File: src/modexp_pkg.sv
`default_nettype none

package modexp_pkg;

    localparam int WORD_BITS_DEF = 31;

    // register indexes on the configuration port
    localparam logic REG_EXPONENT = 1'b0;
    localparam logic REG_MODULUS  = 1'b1;

    typedef enum logic [2:0] {
        OP_NONE,
        OP_LOAD,
        OP_REDUCE,
        OP_MUL,
        OP_SQR
    } t_op;

    typedef enum logic [1:0] {
        OUT_VALUE,
        OUT_ZERO,
        OUT_ACC
    } t_out_sel;

    typedef struct packed {
        t_op      op;
        logic     shift_exp;
        logic     emit;
        t_out_sel out_sel;
    } t_dp_cmd;

    typedef struct packed {
        logic mm_done;
        logic exp_small;
        logic exp_zero;
        logic exp_lsb;
        logic mod_zero;
    } t_dp_stat;

endpackage

`default_nettype wire

File: src/modexp_modmul.sv
`default_nettype none

module modexp_modmul
    import modexp_pkg::*;
#(
    parameter int WORD_BITS = WORD_BITS_DEF
) (
    input  wire logic                 i_clk,
    input  wire logic                 i_rst_n,
    input  wire logic                 i_start,
    input  wire logic [WORD_BITS-1:0] i_a,
    input  wire logic [WORD_BITS-1:0] i_b,
    input  wire logic [WORD_BITS-1:0] i_n,
    output logic                      o_done,
    output logic      [WORD_BITS-1:0] o_p
);

    localparam int CW = $clog2(WORD_BITS);

    logic [WORD_BITS-1:0] r_a;
    logic [WORD_BITS-1:0] r_b;
    logic [WORD_BITS-1:0] r_p;
    logic [CW-1:0]        r_cnt;
    logic                 r_busy;
    logic                 r_done;

    logic [WORD_BITS+1:0] t_sum;
    logic [WORD_BITS+1:0] t_n1;
    logic [WORD_BITS+1:0] t_n2;
    logic [WORD_BITS+1:0] d1;
    logic [WORD_BITS+1:0] d2;
    logic [WORD_BITS-1:0] n_p;

    // interleaved multiply, multiplier msb first: p = 2p + a_bit*b, then bring below n
    always_comb begin
        t_sum = {1'b0, r_p, 1'b0} + {2'b00, (r_a[WORD_BITS-1] ? r_b : '0)};
        t_n1  = {2'b00, i_n};
        t_n2  = {1'b0, i_n, 1'b0};
        d1    = t_sum - t_n1;
        d2    = t_sum - t_n2;
        if (t_sum >= t_n2) begin
            n_p = d2[WORD_BITS-1:0];
        end else if (t_sum >= t_n1) begin
            n_p = d1[WORD_BITS-1:0];
        end else begin
            n_p = t_sum[WORD_BITS-1:0];
        end
    end

    always_ff @(posedge i_clk) begin
        if (!i_rst_n) begin
            r_busy <= 1'b0;
            r_done <= 1'b0;
            r_cnt  <= '0;
        end else begin
            r_done <= 1'b0;
            if (i_start) begin
                r_busy <= 1'b1;
                r_cnt  <= CW'(WORD_BITS - 1);
            end else if (r_busy) begin
                if (r_cnt == '0) begin
                    r_busy <= 1'b0;
                    r_done <= 1'b1;
                end else begin
                    r_cnt <= r_cnt - 1'b1;
                end
            end
        end
    end

    always_ff @(posedge i_clk) begin
        if (i_start) begin
            r_a <= i_a;
            r_b <= i_b;
            r_p <= '0;
        end else if (r_busy) begin
            r_a <= {r_a[WORD_BITS-2:0], 1'b0};
            r_p <= n_p;
        end
    end

    assign o_done = r_done;
    assign o_p    = r_p;

endmodule

`default_nettype wire

File: src/modexp_datapath.sv
`default_nettype none

module modexp_datapath
    import modexp_pkg::*;
#(
    parameter int WORD_BITS = WORD_BITS_DEF
) (
    input  wire logic                 i_clk,
    input  wire logic                 i_rst_n,
    input  wire logic                 i_cfg_we,
    input  wire logic                 i_cfg_idx,
    input  wire logic [WORD_BITS-1:0] i_cfg_data,
    input  wire logic [WORD_BITS-1:0] i_value,
    input  wire logic                 i_is_last,
    input  wire t_dp_cmd              i_cmd,
    output t_dp_stat                  o_stat,
    output logic      [WORD_BITS-1:0] o_result,
    output logic                      o_last_out
);

    logic [WORD_BITS-1:0] r_exp_cfg;
    logic [WORD_BITS-1:0] r_mod_cfg;
    logic [WORD_BITS-1:0] r_e;
    logic [WORD_BITS-1:0] r_base;
    logic [WORD_BITS-1:0] r_acc;
    logic                 r_last;
    logic                 r_dest_acc;
    logic [WORD_BITS-1:0] r_result;
    logic                 r_last_out;

    logic [WORD_BITS-1:0] one_mod;
    logic                 mm_start;
    logic [WORD_BITS-1:0] mm_a;
    logic [WORD_BITS-1:0] mm_b;
    logic                 mm_done;
    logic [WORD_BITS-1:0] mm_p;

    // 1 mod n, for n of at least one
    assign one_mod = {{(WORD_BITS-1){1'b0}}, (r_mod_cfg != WORD_BITS'(1))};

    always_comb begin
        mm_start = 1'b0;
        mm_a     = r_base;
        mm_b     = r_base;
        unique case (i_cmd.op)
            OP_REDUCE: begin
                mm_start = 1'b1;
                mm_b     = one_mod;
            end
            OP_MUL: begin
                mm_start = 1'b1;
                mm_a     = r_acc;
            end
            OP_SQR: begin
                mm_start = 1'b1;
            end
            default: begin
                mm_start = 1'b0;
            end
        endcase
    end

    modexp_modmul #(
        .WORD_BITS(WORD_BITS)
    ) u_modmul (
        .i_clk  (i_clk),
        .i_rst_n(i_rst_n),
        .i_start(mm_start),
        .i_a    (mm_a),
        .i_b    (mm_b),
        .i_n    (r_mod_cfg),
        .o_done (mm_done),
        .o_p    (mm_p)
    );

    always_ff @(posedge i_clk) begin
        if (!i_rst_n) begin
            r_exp_cfg <= WORD_BITS'(1);
            r_mod_cfg <= WORD_BITS'(1);
        end else if (i_cfg_we) begin
            unique case (i_cfg_idx)
                REG_EXPONENT: r_exp_cfg <= i_cfg_data;
                REG_MODULUS:  r_mod_cfg <= i_cfg_data;
                default:      r_exp_cfg <= r_exp_cfg;
            endcase
        end
    end

    always_ff @(posedge i_clk) begin
        if (mm_done) begin
            if (r_dest_acc) begin
                r_acc <= mm_p;
            end else begin
                r_base <= mm_p;
            end
        end
        if (i_cmd.op == OP_LOAD) begin
            r_base <= i_value;
            r_last <= i_is_last;
            r_e    <= r_exp_cfg;
            r_acc  <= one_mod;
        end
        if (mm_start) begin
            r_dest_acc <= (i_cmd.op == OP_MUL);
        end
        if (i_cmd.shift_exp) begin
            r_e <= {1'b0, r_e[WORD_BITS-1:1]};
        end
        if (i_cmd.emit) begin
            r_last_out <= r_last;
            unique case (i_cmd.out_sel)
                OUT_VALUE: r_result <= r_base;
                OUT_ZERO:  r_result <= '0;
                OUT_ACC:   r_result <= r_acc;
                default:   r_result <= '0;
            endcase
        end
    end

    always_comb begin
        o_stat.mm_done   = mm_done;
        o_stat.exp_small = (r_e[WORD_BITS-1:1] == '0);
        o_stat.exp_zero  = (r_e == '0);
        o_stat.exp_lsb   = r_e[0];
        o_stat.mod_zero  = (r_mod_cfg == '0);
    end

    assign o_result   = r_result;
    assign o_last_out = r_last_out;

endmodule

`default_nettype wire

File: src/modexp_ctrl.sv
`default_nettype none

module modexp_ctrl
    import modexp_pkg::*;
(
    input  wire logic     i_clk,
    input  wire logic     i_rst_n,
    input  wire logic     i_start,
    input  wire t_dp_stat i_stat,
    output t_dp_cmd       o_cmd,
    output logic          o_busy,
    output logic          o_valid
);

    typedef enum logic [2:0] {
        S_IDLE,
        S_CHECK,
        S_RED,
        S_STEP,
        S_MUL,
        S_SQR
    } t_state;

    t_state r_state;
    t_state n_state;
    logic   r_valid;
    logic   n_valid;

    always_comb begin
        n_state         = r_state;
        n_valid         = 1'b0;
        o_cmd.op        = OP_NONE;
        o_cmd.shift_exp = 1'b0;
        o_cmd.emit      = 1'b0;
        o_cmd.out_sel   = OUT_ACC;
        unique case (r_state)
            S_IDLE: begin
                if (i_start) begin
                    o_cmd.op = OP_LOAD;
                    n_state  = S_CHECK;
                end
            end
            S_CHECK: begin
                priority if (i_stat.exp_small) begin
                    o_cmd.emit    = 1'b1;
                    o_cmd.out_sel = OUT_VALUE;
                    n_valid       = 1'b1;
                    n_state       = S_IDLE;
                end else if (i_stat.mod_zero) begin
                    o_cmd.emit    = 1'b1;
                    o_cmd.out_sel = OUT_ZERO;
                    n_valid       = 1'b1;
                    n_state       = S_IDLE;
                end else begin
                    o_cmd.op = OP_REDUCE;
                    n_state  = S_RED;
                end
            end
            S_RED: begin
                if (i_stat.mm_done) begin
                    n_state = S_STEP;
                end
            end
            S_STEP: begin
                priority if (i_stat.exp_zero) begin
                    o_cmd.emit = 1'b1;
                    n_valid    = 1'b1;
                    n_state    = S_IDLE;
                end else if (i_stat.exp_lsb) begin
                    o_cmd.op = OP_MUL;
                    n_state  = S_MUL;
                end else begin
                    o_cmd.op = OP_SQR;
                    n_state  = S_SQR;
                end
            end
            S_MUL: begin
                if (i_stat.mm_done) begin
                    o_cmd.op = OP_SQR;
                    n_state  = S_SQR;
                end
            end
            S_SQR: begin
                if (i_stat.mm_done) begin
                    o_cmd.shift_exp = 1'b1;
                    n_state         = S_STEP;
                end
            end
            default: begin
                n_state = S_IDLE;
            end
        endcase
    end

    always_ff @(posedge i_clk) begin
        if (!i_rst_n) begin
            r_state <= S_IDLE;
            r_valid <= 1'b0;
        end else begin
            r_state <= n_state;
            r_valid <= n_valid;
        end
    end

    assign o_busy  = (r_state != S_IDLE);
    assign o_valid = r_valid;

endmodule

`default_nettype wire

File: src/modular_exponentiation.sv
// one element at a time; start is taken while busy is low, also in the strobe cycle
// exponent below 2 or modulus zero: the result is decided in the check state, with no multiply
// otherwise the base is reduced mod n, then the exponent is scanned lsb first with a multiply
// for each set bit and a square for each bit; one bit-serial modular multiplier does
// every multiply and reduction, one multiplier bit per cycle
// synchronous active-low reset idles the block and sets exponent and modulus to 1
`default_nettype none

module modular_exponentiation
    import modexp_pkg::*;
#(
    parameter int WORD_BITS = WORD_BITS_DEF
) (
    input  wire logic                 i_clk,
    input  wire logic                 i_rst_n,
    input  wire logic                 i_cfg_we,
    input  wire logic                 i_cfg_idx,
    input  wire logic [WORD_BITS-1:0] i_cfg_data,
    input  wire logic                 start,
    output logic                      busy,
    input  wire logic [WORD_BITS-1:0] i_value,
    input  wire logic                 i_is_last,
    output logic                      o_valid,
    output logic      [WORD_BITS-1:0] o_result,
    output logic                      o_last_out
);

    t_dp_cmd  cmd;
    t_dp_stat stat;

    modexp_ctrl u_ctrl (
        .i_clk  (i_clk),
        .i_rst_n(i_rst_n),
        .i_start(start),
        .i_stat (stat),
        .o_cmd  (cmd),
        .o_busy (busy),
        .o_valid(o_valid)
    );

    modexp_datapath #(
        .WORD_BITS(WORD_BITS)
    ) u_datapath (
        .i_clk     (i_clk),
        .i_rst_n   (i_rst_n),
        .i_cfg_we  (i_cfg_we),
        .i_cfg_idx (i_cfg_idx),
        .i_cfg_data(i_cfg_data),
        .i_value   (i_value),
        .i_is_last (i_is_last),
        .i_cmd     (cmd),
        .o_stat    (stat),
        .o_result  (o_result),
        .o_last_out(o_last_out)
    );

endmodule

`default_nettype wire

File: config.mk
export PLATFORM = sky130hd
export DESIGN_NAME = modular_exponentiation
export DESIGN_NICKNAME = d
export VERILOG_FILES = /design/src/modexp_pkg.sv /design/src/modexp_modmul.sv /design/src/modexp_datapath.sv /design/src/modexp_ctrl.sv /design/src/modular_exponentiation.sv
export SDC_FILE = /design/constraint.sdc
export NUM_CORES = 1
export LEC_CHECK = 0
export BUFFER_PORTS_ARGS = -buffer_cell sky130_fd_sc_hd__clkbuf_2
export CAP_MARGIN = 25
export CORE_ASPECT_RATIO = 0.9
export CORE_MARGIN = 3
export CORE_UTILIZATION = 40
export DETAILED_ROUTE_END_ITERATION = 10
export GPL_TIMING_DRIVEN = 0
export SYNTH_ARGS = -nofsm -noshare
export SYNTH_HDL_FRONTEND = slang
export SYNTH_SLANG_ARGS = --single-unit
File: constraint.sdc
create_clock -name i_clk -period 9.1 [get_ports i_clk]
set_clock_uncertainty 0.05 [all_clocks]
set_input_delay 1.82 -clock i_clk [delete_from_list [all_inputs] [get_ports i_clk]]
set_output_delay 1.82 -clock i_clk [all_outputs]
set_load 0.05 [all_outputs]
# [Word-level counts from Yosys, hierarchy flattened]
# Index checks and enable logic that the tools add are counted.
[word_totals] regBits=293 output_inout_bits=34
[op_classes] addsub=4 order_cmp=2 eq_ne=16 mux=47 bitwise_logic=4 reduce_logical=23
[ops] cell="31-bit 2-to-1 mux" n=9
[ops] cell="31-bit zero test" n=2
[ops] cell="31-bit case mux with 2 select lines" n=1
[ops] cell="31-bit subtractor" n=2
[ops] cell="30-bit 2-to-1 mux" n=2
[ops] cell="32-bit by 31-bit adder with 33-bit output" n=1
[ops] cell="33-bit by 31-bit >= comparator with 1-bit output" n=1
[ops] cell="33-bit by 32-bit >= comparator with 1-bit output" n=1
[ops] cell="31-bit by 1-bit != test with 1-bit output, second input constant" n=1
[ops] cell="30-bit zero test" n=1
[ops] cell="3-bit 2-to-1 mux" n=10
[ops] cell="1-bit 2-to-1 mux" n=16
[ops] cell="5-bit 2-to-1 mux" n=3
[ops] cell="3-bit case mux with 5 select lines" n=1
[ops] cell="2-bit AND reduction" n=7
[ops] cell="3-bit by 2-bit equality test with 1-bit output, second input constant" n=4
[ops] cell="3-bit case mux with 4 select lines" n=1
[ops] cell="3-bit equality test, second input constant" n=3
[ops] cell="2-bit nonzero test" n=4
[ops] cell="3-bit by 1-bit equality test with 1-bit output, second input constant" n=2
[ops] cell="2-bit by 1-bit != test with 1-bit output, second input constant" n=3
[ops] cell="3-bit OR reduction" n=2
[ops] cell="5-bit zero test" n=1
[ops] cell="5-bit by 1-bit subtractor with 5-bit output, second input constant" n=1
[ops] cell="10 further kinds" n=17

# [Depth between registers and ports, before layout]
# Gate-level depths: netlist of the first run.
[depth] word_depth=9 mapped_depth=26 mapped_depth_nobuf=23

# [Hierarchy]
# From an unflattened synthesis of the first run, not the netlist that was laid out.
[hier_totals] hier_cells=1927 hier_area_um2=17589.4
[modules_own_cells] mod="modexp_modmul" instances=1 cells_each=1008 area_each_um2=9051.2
[modules_own_cells] mod="modexp_datapath" instances=1 cells_each=881 area_each_um2=8236.6
[modules_own_cells] mod="modexp_ctrl" instances=1 cells_each=38 area_each_um2=301.5

# [Worst setup path after synthesis of the first run]
# OpenSTA, ideal clock, no wires.
[synth_timing] path_type="register to register" start="register u_datapath.u_modmul.r_a[30]" end="register u_datapath.u_modmul.r_p[7] (netlist: u_datapath.u_modmul.o_p[7])" setup_ns=0.116 t_arrival_ns=4.999 required_ns=8.934 setup_slack_ns=3.935 stages_incl_launch_ff=25 path_buffers=3 path_cell_list="edfxtp_1 > clkbuf_1 > and2_1 > ha_1 > fa_1 > a21oi_1 > o211ai_1 > a32oi_1 > a21oi_2 > o2111a_1 > o41a_1 > a21oi_1 > ha_1 > clkbuf_1 > nand2_1 > o211ai_1 > a31o_2 > o2111ai_1 > and3_1 > nand4_1 > a21oi_2 > buf_4 > mux2_2 > a21oi_1 > nor2_1"
[synth_via] elab_chain_cells=5 elab_cells_between_ends=8
[synth_rtl] element="start, declared" line_no="modexp_modmul.sv:20" rtl="logic [WORD_BITS-1:0] r_a;"
[synth_rtl] element="start signal, assigned" line_no="modexp_modmul.sv:73" rtl="r_a <= i_a;"
[synth_rtl] element="start signal, assigned" line_no="modexp_modmul.sv:77" rtl="r_a <= {r_a[WORD_BITS-2:0], 1'b0};"
[synth_rtl] element="31-bit 2-to-1 mux (*)" line_no="modexp_modmul.sv:36" rtl="t_sum = {1'b0, r_p, 1'b0} + {2'b00, (r_a[WORD_BITS-1] ? r_b : '0)};"
[synth_rtl] element="32-bit by 31-bit adder with 33-bit output (*)" line_no="modexp_modmul.sv:36"
[synth_rtl] element="31-bit subtractor / 33-bit by 31-bit >= comparator with 1-bit output (equally long branches)" line_no="modexp_modmul.sv:39, modexp_modmul.sv:43"
[synth_rtl] element="31-bit 2-to-1 mux" line_no="modexp_modmul.sv:43" rtl="end else if (t_sum >= t_n1) begin"
[synth_rtl] element="31-bit 2-to-1 mux (*)" line_no="modexp_modmul.sv:41" rtl="if (t_sum >= t_n2) begin"
[synth_rtl] element="end signal, assigned" line_no="modexp_modmul.sv:78" rtl="r_p <= n_p;"
[synth_rtl] element="end, declared" line_no="modexp_modmul.sv:22" rtl="logic [WORD_BITS-1:0] r_p;"
# Mark *: on every way between the ends. The rest lies on a longest branch, timed or not.
# A chain may end at the register's enable or synchronous reset.

# [Worst setup path after layout of the first run]
[layout_timing] start="register u_datapath.u_modmul.r_a[30]" end="register u_datapath.u_modmul.r_p[8] (netlist: u_datapath.u_modmul.o_p[8])"
# The elaborated chain is that of the path after synthesis.

==> impl_results.md, run 1 <==
* Register-to-Register Path Depth at 23
* CP Data Required Time at 9490 ps
* Measured slew at the worst slew-check pin at 1076 ps
* Synth unique cells at 76
* GPL Wtd Cong at 0.9297
* Register area at 0.007447 mm2
* Total wire length at 52840 um
* Num rows at 71
* Diodes inserted at 0
* CTS tree: yes
* Root Buffer: clkbuf_16
* Final nets at 2258
* Starting Density at between 40% and 50%
* HP Start: u_datapath.r_last
* Vias per std cell at 5.555
* Seq/Total Area, Yosys at approximately 43%
* Status: complete, no violations
* PD cells at 429.1 mW/mm2
* I/O pin cnt at 102
* Vias at 14810
* Ys async rst share at 0%
* Crit-path max FO at 10
* R2r setup slk at 2270 ps
* Fin crit share at between 70% and 80%
* Area grow syn2layout at 13.73%
* Pleak at just under 8 nW
* Worst-path clk slew at 60 ps
* Post-CTS Setup Bufs at 0
* Tot Pwr at ~8.5 mW
* Critical Path AT at approximately 7200 ps
* Hold depth at 0
* Die width at 226.2 um
* # setup viols final at 0
* Max frequency at about 150 MHz
* RSZ-0062 raised after global routing: no
* Core area at 0.04246 mm2
* Startpoint types: register
* Layout cell share with drive strength beyond 1 at 11.04%
* Mean area per synthesized cell at between 8 and 9 um2
* H-tree depth at 2
* Hold crit path type: register to register
* CP Class: register to register
* Reg2reg start: u_datapath.u_modmul.r_a[30]
* Drt drc at 0
* Yosys warnings at 0
* Avg WL per Cell at 19.81 um
* Initial antenna violation count at 0
* Clk sinks at 293
* Most frequent cells in the layout: nand2_1, edfxtp_1, a21oi_1, dfxtp_1
* WHS Endpoint: u_datapath.o_last_out
* Pin count of the biggest net entering global routing at 39
* Syn_nets at between 2000 and 2500
* Die Span Y at between 200 and 250 um
* Maximum vdd drop at 190.0 uV
* Area of the die at 0.04618 mm2
* Vias in the first global route at about 14000
* CP endpoint kind: register
* Max clock buf depth at 3
* Post-synth top flop: edfxtp_1
* GRT Total Usage at 22.69%
* Port Buffer Count at 100
* Min Clock Period, post-route at between 6000 and 7000 ps
* CTS resizes at 0
* Max-slew violation count at 0
* Synth Register Bits at 293
* CTS Hold Bufs at 0
* Cell Area, Synth at 0.01745 mm2
* Post-DRT Antenna Nets at 0
* 1st-iter DRT viols at 1504
* First drt pass iteration count at 5
* Max-cap violations at 0
* Rel. slew slack at 28.29%
* Dpl hpwl at 41510 um
* Fin Setup TNS at 0 ps
* # fillers at 4134
* TritonCTS Buffers at 34
* Clk_lat worst skew at 540 ps
* Multi-input combinational cell area at 0.009378 mm2
* Critical R2R Capture: u_datapath.u_modmul.o_p[8]
* Post-Synthesis Cells at 1955
* Post-synth EDFFs at 158
* GRT Residual Overflow at 0
* First-pass GRT wire length at 81140 um
* Final Hold Fails at 0
* Most common cell after layout, fill and taps aside: nand2_1
==> cell usage after synthesis, types with 3 or more instances <==
library cell | count | area, um2
a32oi_1 | 3 | 26.28
a211o_1 | 6 | 52.55
o31ai_1 | 8 | 60.06
mux2_2 | 40 | 450.4
mux2i_1 | 38 | 380.4
a31oi_1 | 19 | 118.9
a21boi_0 | 70 | 525.5
and2_1 | 41 | 256.5
clkbuf_1 | 75 | 281.5
nor2_1 | 80 | 300.3
and3_1 | 8 | 50.05
edfxtp_1 | 158 | 4745
a21o_1 | 38 | 285.3
nor3_1 | 18 | 90.09
a21oi_2 | 4 | 35.03
nand2b_1 | 19 | 118.9
o211ai_1 | 19 | 142.6
or3_1 | 7 | 43.79
fa_1 | 3 | 60.06
nand3b_1 | 13 | 97.59
buf_2 | 10 | 50.05
o21bai_1 | 10 | 75.07
a21oi_1 | 145 | 725.7
o2111ai_1 | 6 | 52.55
nand2_1 | 438 | 1644
inv_1 | 63 | 236.5
a31o_2 | 4 | 35.03
o21a_1 | 19 | 142.6
a221oi_1 | 3 | 26.28
dfxtp_1 | 135 | 2703
ha_1 | 93 | 1164
xor2_1 | 31 | 271.5
nor4_1 | 19 | 118.9
nand4_1 | 14 | 87.58
nor2b_1 | 41 | 256.5
o21ai_1 | 5 | 25.02
nand3_1 | 29 | 145.1
xnor2_1 | 46 | 402.9
buf_1 | 8 | 30.03
o21ai_0 | 101 | 505.5
buf_6 | 3 | 33.78
a211oi_1 | 16 | 120.1
and4_1 | 4 | 35.03
==> worst max-delay path, cell delays in order (launching register included) <==
cell       delay, ps
edfxtp_1         400
clkbuf_1         400
and2_1           200
ha_1             290
a21oi_1          270
o22ai_1          120
a311oi_1         760
a21oi_2          210
o2111a_1         340
o41a_1           400
a21oi_1          320
ha_1             320
clkbuf_1         210
nand2_1          120
o211ai_1         180
a31o_2           290
o2111ai_1        140
and3_1           190
nand4_1          320
a21oi_2          290
buf_4            250
mux2_2           350
a21oi_1          220
nor2_1            70
==> power by group <==
part	internal [mW]	switching (mW)	leakage (nW)
clock network	0.814	0.575	0.549
registers	1.76	0.195	2.62
logic	1.97	3.20	4.76
==> sequential cells by signal, summed over array words and instances, names as in the netlist, 3 cells and up <==
signal	count
u_ctrl.r_state	3
u_datapath.o_result	31
u_datapath.r_acc	31
u_datapath.r_base	31
u_datapath.r_e	31
u_datapath.r_exp_cfg	31
u_datapath.r_mod_cfg	31
u_datapath.u_modmul.o_p	31
u_datapath.u_modmul.r_a	31
u_datapath.u_modmul.r_b	31
u_datapath.u_modmul.r_cnt	5
==> worst max path at each step <==
stage,start,end
after detailed placement,u_datapath.u_modmul.r_a[30],u_datapath.u_modmul.o_p[8]
after CTS,u_datapath.u_modmul.r_a[30],u_datapath.u_modmul.o_p[16]
after global placement,u_datapath.u_modmul.r_a[30],u_datapath.u_modmul.o_p[8]
final,u_datapath.u_modmul.r_a[30],u_datapath.u_modmul.o_p[8]
after floorplan,u_datapath.u_modmul.r_a[30],u_datapath.u_modmul.o_p[7]
after global routing,u_datapath.u_modmul.r_a[30],u_datapath.u_modmul.o_p[8]
==> cells by family after synthesis <==
kind of cell             after synthesis  synth area share [%]
AO/OA/AOI/OAI                        508                 18.90
XOR/XNOR                              77                 3.864
adder cells (fa/ha/maj)               96                 7.011
buffers and inverters                162                 3.728
flip-flops                           293                 42.67
multiplexers                          79                 4.824
AND/OR/NAND/NOR                      740                 19.01
==> cell type report <==
cell class	count	share of cell area (%)
clock inverter	16	0.8950
tap	547	3.448
buffer	98	2.067
sequential	293	37.52
timing repair buffer	103	2.899
multi-input combinational	1500	47.24
clock buffer	46	4.721
inverter	64	1.210
==> through the flow <==
step | std cells | hold WS, ps | util [%] | setup WS [ps] | instance area (um2)
after floorplan | 1955 | 350.3 | - | 3935 | 17450
after global placement | 2602 | 354.9 | 43.89 | 2343 | 18640
after detailed placement | 2605 | 355.2 | 44.12 | 2327 | 18740
after CTS | 2667 | 369.3 | 46.75 | 2313 | 19850
after global routing | 2667 | 374.3 | 46.75 | 1908 | 19850
final | 2667 | 371.6 | 46.75 | 2269 | 19850
==> routing by layer <==
layer  wire length, um  vias to the layer above  global-route usage, %
li1                  -                     7226                      -
met1             25050                     7123                  32.79
met2             23610                      396                  35.62
met3              3099                       69                  3.791
met4              1084                        0                  5.209
met5                 0                        -                      0
Power figures use the tool's default switching activity.
==> run 2: changes to the inputs <==
- ABC_AREA: unset -> 1
- clock period: 9.1 -> 5.5 ns (I/O delays scaled with it)
==> run 2 against run 1 <==
Net effect:
- register-to-register slack lost 2000 ps
- cell count grew 23%
- non-clock buffer count shrank 9
- first-iteration DRC count shrank 2.7%
- core utilization shrank 0.58 points
- synthesized cell count grew 28%
- critical path depth grew 1
- global-route usage grew 2.7 points
- critical endpoint is now u_datapath.u_modmul.o_p[26]
- highest routed layer unchanged
==> impl_results.md, run 2 <==
* Status: complete, no violations (unchanged)
* Max frequency at 190.7 MHz (was 146.4 MHz)
* Initial antenna violation count at 1 (was 0)
* Syn_nets at 2672 (was 2119)
* Yosys warnings at 0 (unchanged)
* Final nets at 2813 (was 2258)
* # fillers at 4651 (was 4134)
* Clk sinks at 293 (unchanged)
* Post-synth top area cell: edfxtp_1 (unchanged)
* CTS tree: yes (unchanged)
* Post-synth EDFFs at 158 (unchanged)
* First drt pass iteration count at 6 (was 5)
* Final Hold Fails at 0 (unchanged)
* Synth unique cells at 50 (was 76)
* Root Buffer: clkbuf_16 (unchanged)
* Startpoint types: register (unchanged)
* Min Clock Period, post-route at 5243 ps (was 6831 ps)
* Critical Path AT at 5650 ps (was 7220 ps)
* Most area-consuming cells after synthesis: edfxtp_1, dfxtp_1, nand2_1 (unchanged)
* Register area at 0.007447 mm2 (unchanged)
* R2r setup slk at 260 ps (was 2270 ps)
* Ys async rst share at 0% (unchanged)
* Area grow syn2layout at 13.29% (was 13.73%)
* Max-cap violations at 0 (unchanged)
* Vias in the first global route at 16420 (was 14250)
* Worst-path clk slew at 60 ps (about the same)
* Die Span Y at 210.6 um (was 204.2 um)
* Core area at 0.04565 mm2 (was 0.04246 mm2)
* Die width at 233.3 um (was 226.2 um)
* Area of the die at 0.04912 mm2 (was 0.04618 mm2)
* Fin crit share at 95.33% (was 75.07%)
* Starting Density at 40.75% (was 41.10%)
* Clk_lat worst skew at 570 ps (was 540 ps)
* Rel. slew slack at 38.22% (was 28.29%)
* Post-Synthesis Cells at 2508 (was 1955)
* Max-slew violation count at 0 (unchanged)
* Crit-path max FO at 10 (unchanged)
* TritonCTS Buffers at 34 (unchanged)
* Vias per std cell at 5.243 (was 5.555)
* CP Data Required Time at 5910 ps (was 9490 ps)
* H-tree depth at 2 (unchanged)
* Drt drc at 0 (unchanged)
* Top-area cell type share of the netlist area at 25.51% (was 27.18%)
* Synth Register Bits at 293 (unchanged)
* Seq/Total Area, Yosys at 40.04% (was 42.67%)
* GRT Total Usage at 25.36% (was 22.69%)
* GPL Wtd Cong at 0.9601 (was 0.9297)
* Most common cell in the netlist: nand2_1 (unchanged)
* Max clock buf depth at 3 (unchanged)
* First-pass GRT wire length at 95280 um (was 81140 um)
* Hold depth at 0 (unchanged)
* Avg WL per Cell at 19.12 um (was 19.81 um)
* WHS Endpoint: u_datapath.o_last_out (unchanged)
* Diodes inserted at 0 (unchanged)
* Pin count of the biggest net entering global routing at 33 (was 39)
* 1st-iter DRT viols at 1464 (was 1504)
* Most common cell after layout, fill and taps aside: nand2_1 (unchanged)
* Critical R2R Capture: u_datapath.u_modmul.o_p[26] (was u_datapath.u_modmul.o_p[8])
* Top cells by count, synth: nand2_1, inv_1, nor2_1, o21ai_0, a21oi_1 (was nand2_1, edfxtp_1, a21oi_1, dfxtp_1, o21ai_0)
* HP Start: u_datapath.r_last (unchanged)
* Fin Setup TNS at 0 ps (unchanged)
* Mean area per synthesized cell at 7.416 um2 (was 8.928 um2)
* RSZ-0062 raised after global routing: no (unchanged)
* Multi-input combinational cell area at 0.009570 mm2 (was 0.009378 mm2)
* Register-to-Register Path Depth at 24 (was 23)
* Post-DRT Antenna Nets at 0 (unchanged)
* # setup viols final at 0 (unchanged)
* Most frequent cells in the layout: nand2_1, inv_1, nor2_1, o21ai_0, a21oi_1 (was nand2_1, edfxtp_1, a21oi_1, dfxtp_1)
* Cell Area, Synth at 0.01860 mm2 (was 0.01745 mm2)
* Port Buffer Count at 100 (unchanged)
* Num rows at 74 (was 71)
* CP endpoint kind: register (unchanged)
* CP Class: register to register (unchanged)
* Total wire length at 62780 um (was 52840 um)
* Vias at 17210 (was 14810)
* GRT Residual Overflow at 0 (unchanged)
* Hold crit path type: register to register (unchanged)
* Measured slew at the worst slew-check pin at 923.2 ps (was 1076 ps)
* Dpl hpwl at 50890 um (was 41510 um)
* I/O pin cnt at 102 (unchanged)
* Layout cell share with drive strength beyond 1 at 10.80% (was 11.04%)
* Reg2reg start: u_datapath.u_modmul.r_a[30] (unchanged)
* Post-synth top flop: edfxtp_1 (unchanged)
[run 2: final cells by class]
class | instances | share of cell area, %
plain buffers | 87 | 1.864
clock buffers | 50 | 4.513
clock inverters | 12 | 0.5641
inverters | 329 | 5.861
multi-input cells | 1799 | 45.42
flip-flops and latches | 293 | 35.34
well taps | 608 | 3.610
repair buffers | 105 | 2.826
[run 2: worst max-delay path by stage]
stage	startpoint	to	slack [ps]	depth (start not counted)
after CTS	u_datapath.u_modmul.r_a[30]	u_datapath.u_modmul.o_p[26]	130	24
after global routing	u_datapath.u_modmul.r_a[30]	u_datapath.u_modmul.o_p[26]	60	30
after detailed placement	u_datapath.u_modmul.r_a[30]	u_datapath.u_modmul.o_p[26]	-10	24
after global placement	u_datapath.u_modmul.r_a[30]	u_datapath.u_modmul.o_p[26]	-90	24
after floorplan	u_datapath.u_modmul.r_a[30]	u_datapath.u_modmul.o_p[27]	1620	30
final	u_datapath.u_modmul.r_a[30]	u_datapath.u_modmul.o_p[26]	260	24
[run 2: worst max-delay path, cell delays in order (launching register included)]
cell      delay [ps]
edfxtp_1         510
clkbuf_2         250
nand2_1           90
inv_1             40
ha_1             350
a21oi_1          300
o21bai_1         130
a21oi_1          330
nand3_1          250
nand2_1          110
nand2_1           80
xor2_2           350
ha_1             390
a21oi_1          270
o21bai_1         110
a21oi_2          260
a21boi_1         230
nand2_2          110
nand2_4          150
nand3_4          150
buf_6            220
nand3_1          160
nand3_1          130
nand2_1           80
inv_1             40
[run 2: repair_timing]
| item | 4_1_cts | 5_1_grt |
|---|---|---|
| pin swaps | 0 | 1 |
| endpoints found under the setup margin | 11 | 31 |
| hold endpoints to repair | 0 | 0 |
| hold buffers | 0 | 0 |
| resized for setup | 1 | 12 |
| buffers inserted | 0 | 1 |
[run 2: metal layers]
layer	part of all wire, %	GRT usage, %	vias up
li1	-	-	8550
met1	48	36.80	8066
met2	43	38.75	510
met3	6.4	4.162	86
met4	2.7	7.792	0
met5	0	0	-
[run 2: logic make-up after synthesis]
| group | share of synthesized area (%) |
|---|---|
| adder cells (fa/ha/maj) | 6.579 |
| XOR/XNOR | 3.249 |
| buffers and inverters | 8.718 |
| AO/OA/AOI/OAI | 15.01 |
| AND/OR/NAND/NOR | 26.40 |
| flip-flops | 40.04 |
[run 2: per-stage QoR]
step / cells / instance area [um2] / setup slack [ps] / hold slack (ps) / utilization (%)
5_1_grt: 3283 / 21070 / 57.92 / 388.3 / 46.16
2_1_floorplan: 2508 / 18600 / 1622 / 350.3 / -
3_5_place_dp: 3220 / 19970 / -12.53 / 366.5 / 43.74
6_report: 3283 / 21070 / 257.0 / 376.2 / 46.16
3_3_place_gp: 3216 / 19860 / -94.42 / 353.1 / 43.51
4_1_cts: 3282 / 21050 / 126.2 / 380.1 / 46.10
Power of run 2 is left out: the tool's default activity adds up to more than one toggle a clock period on the data nets, which glitch-free logic cannot reach.
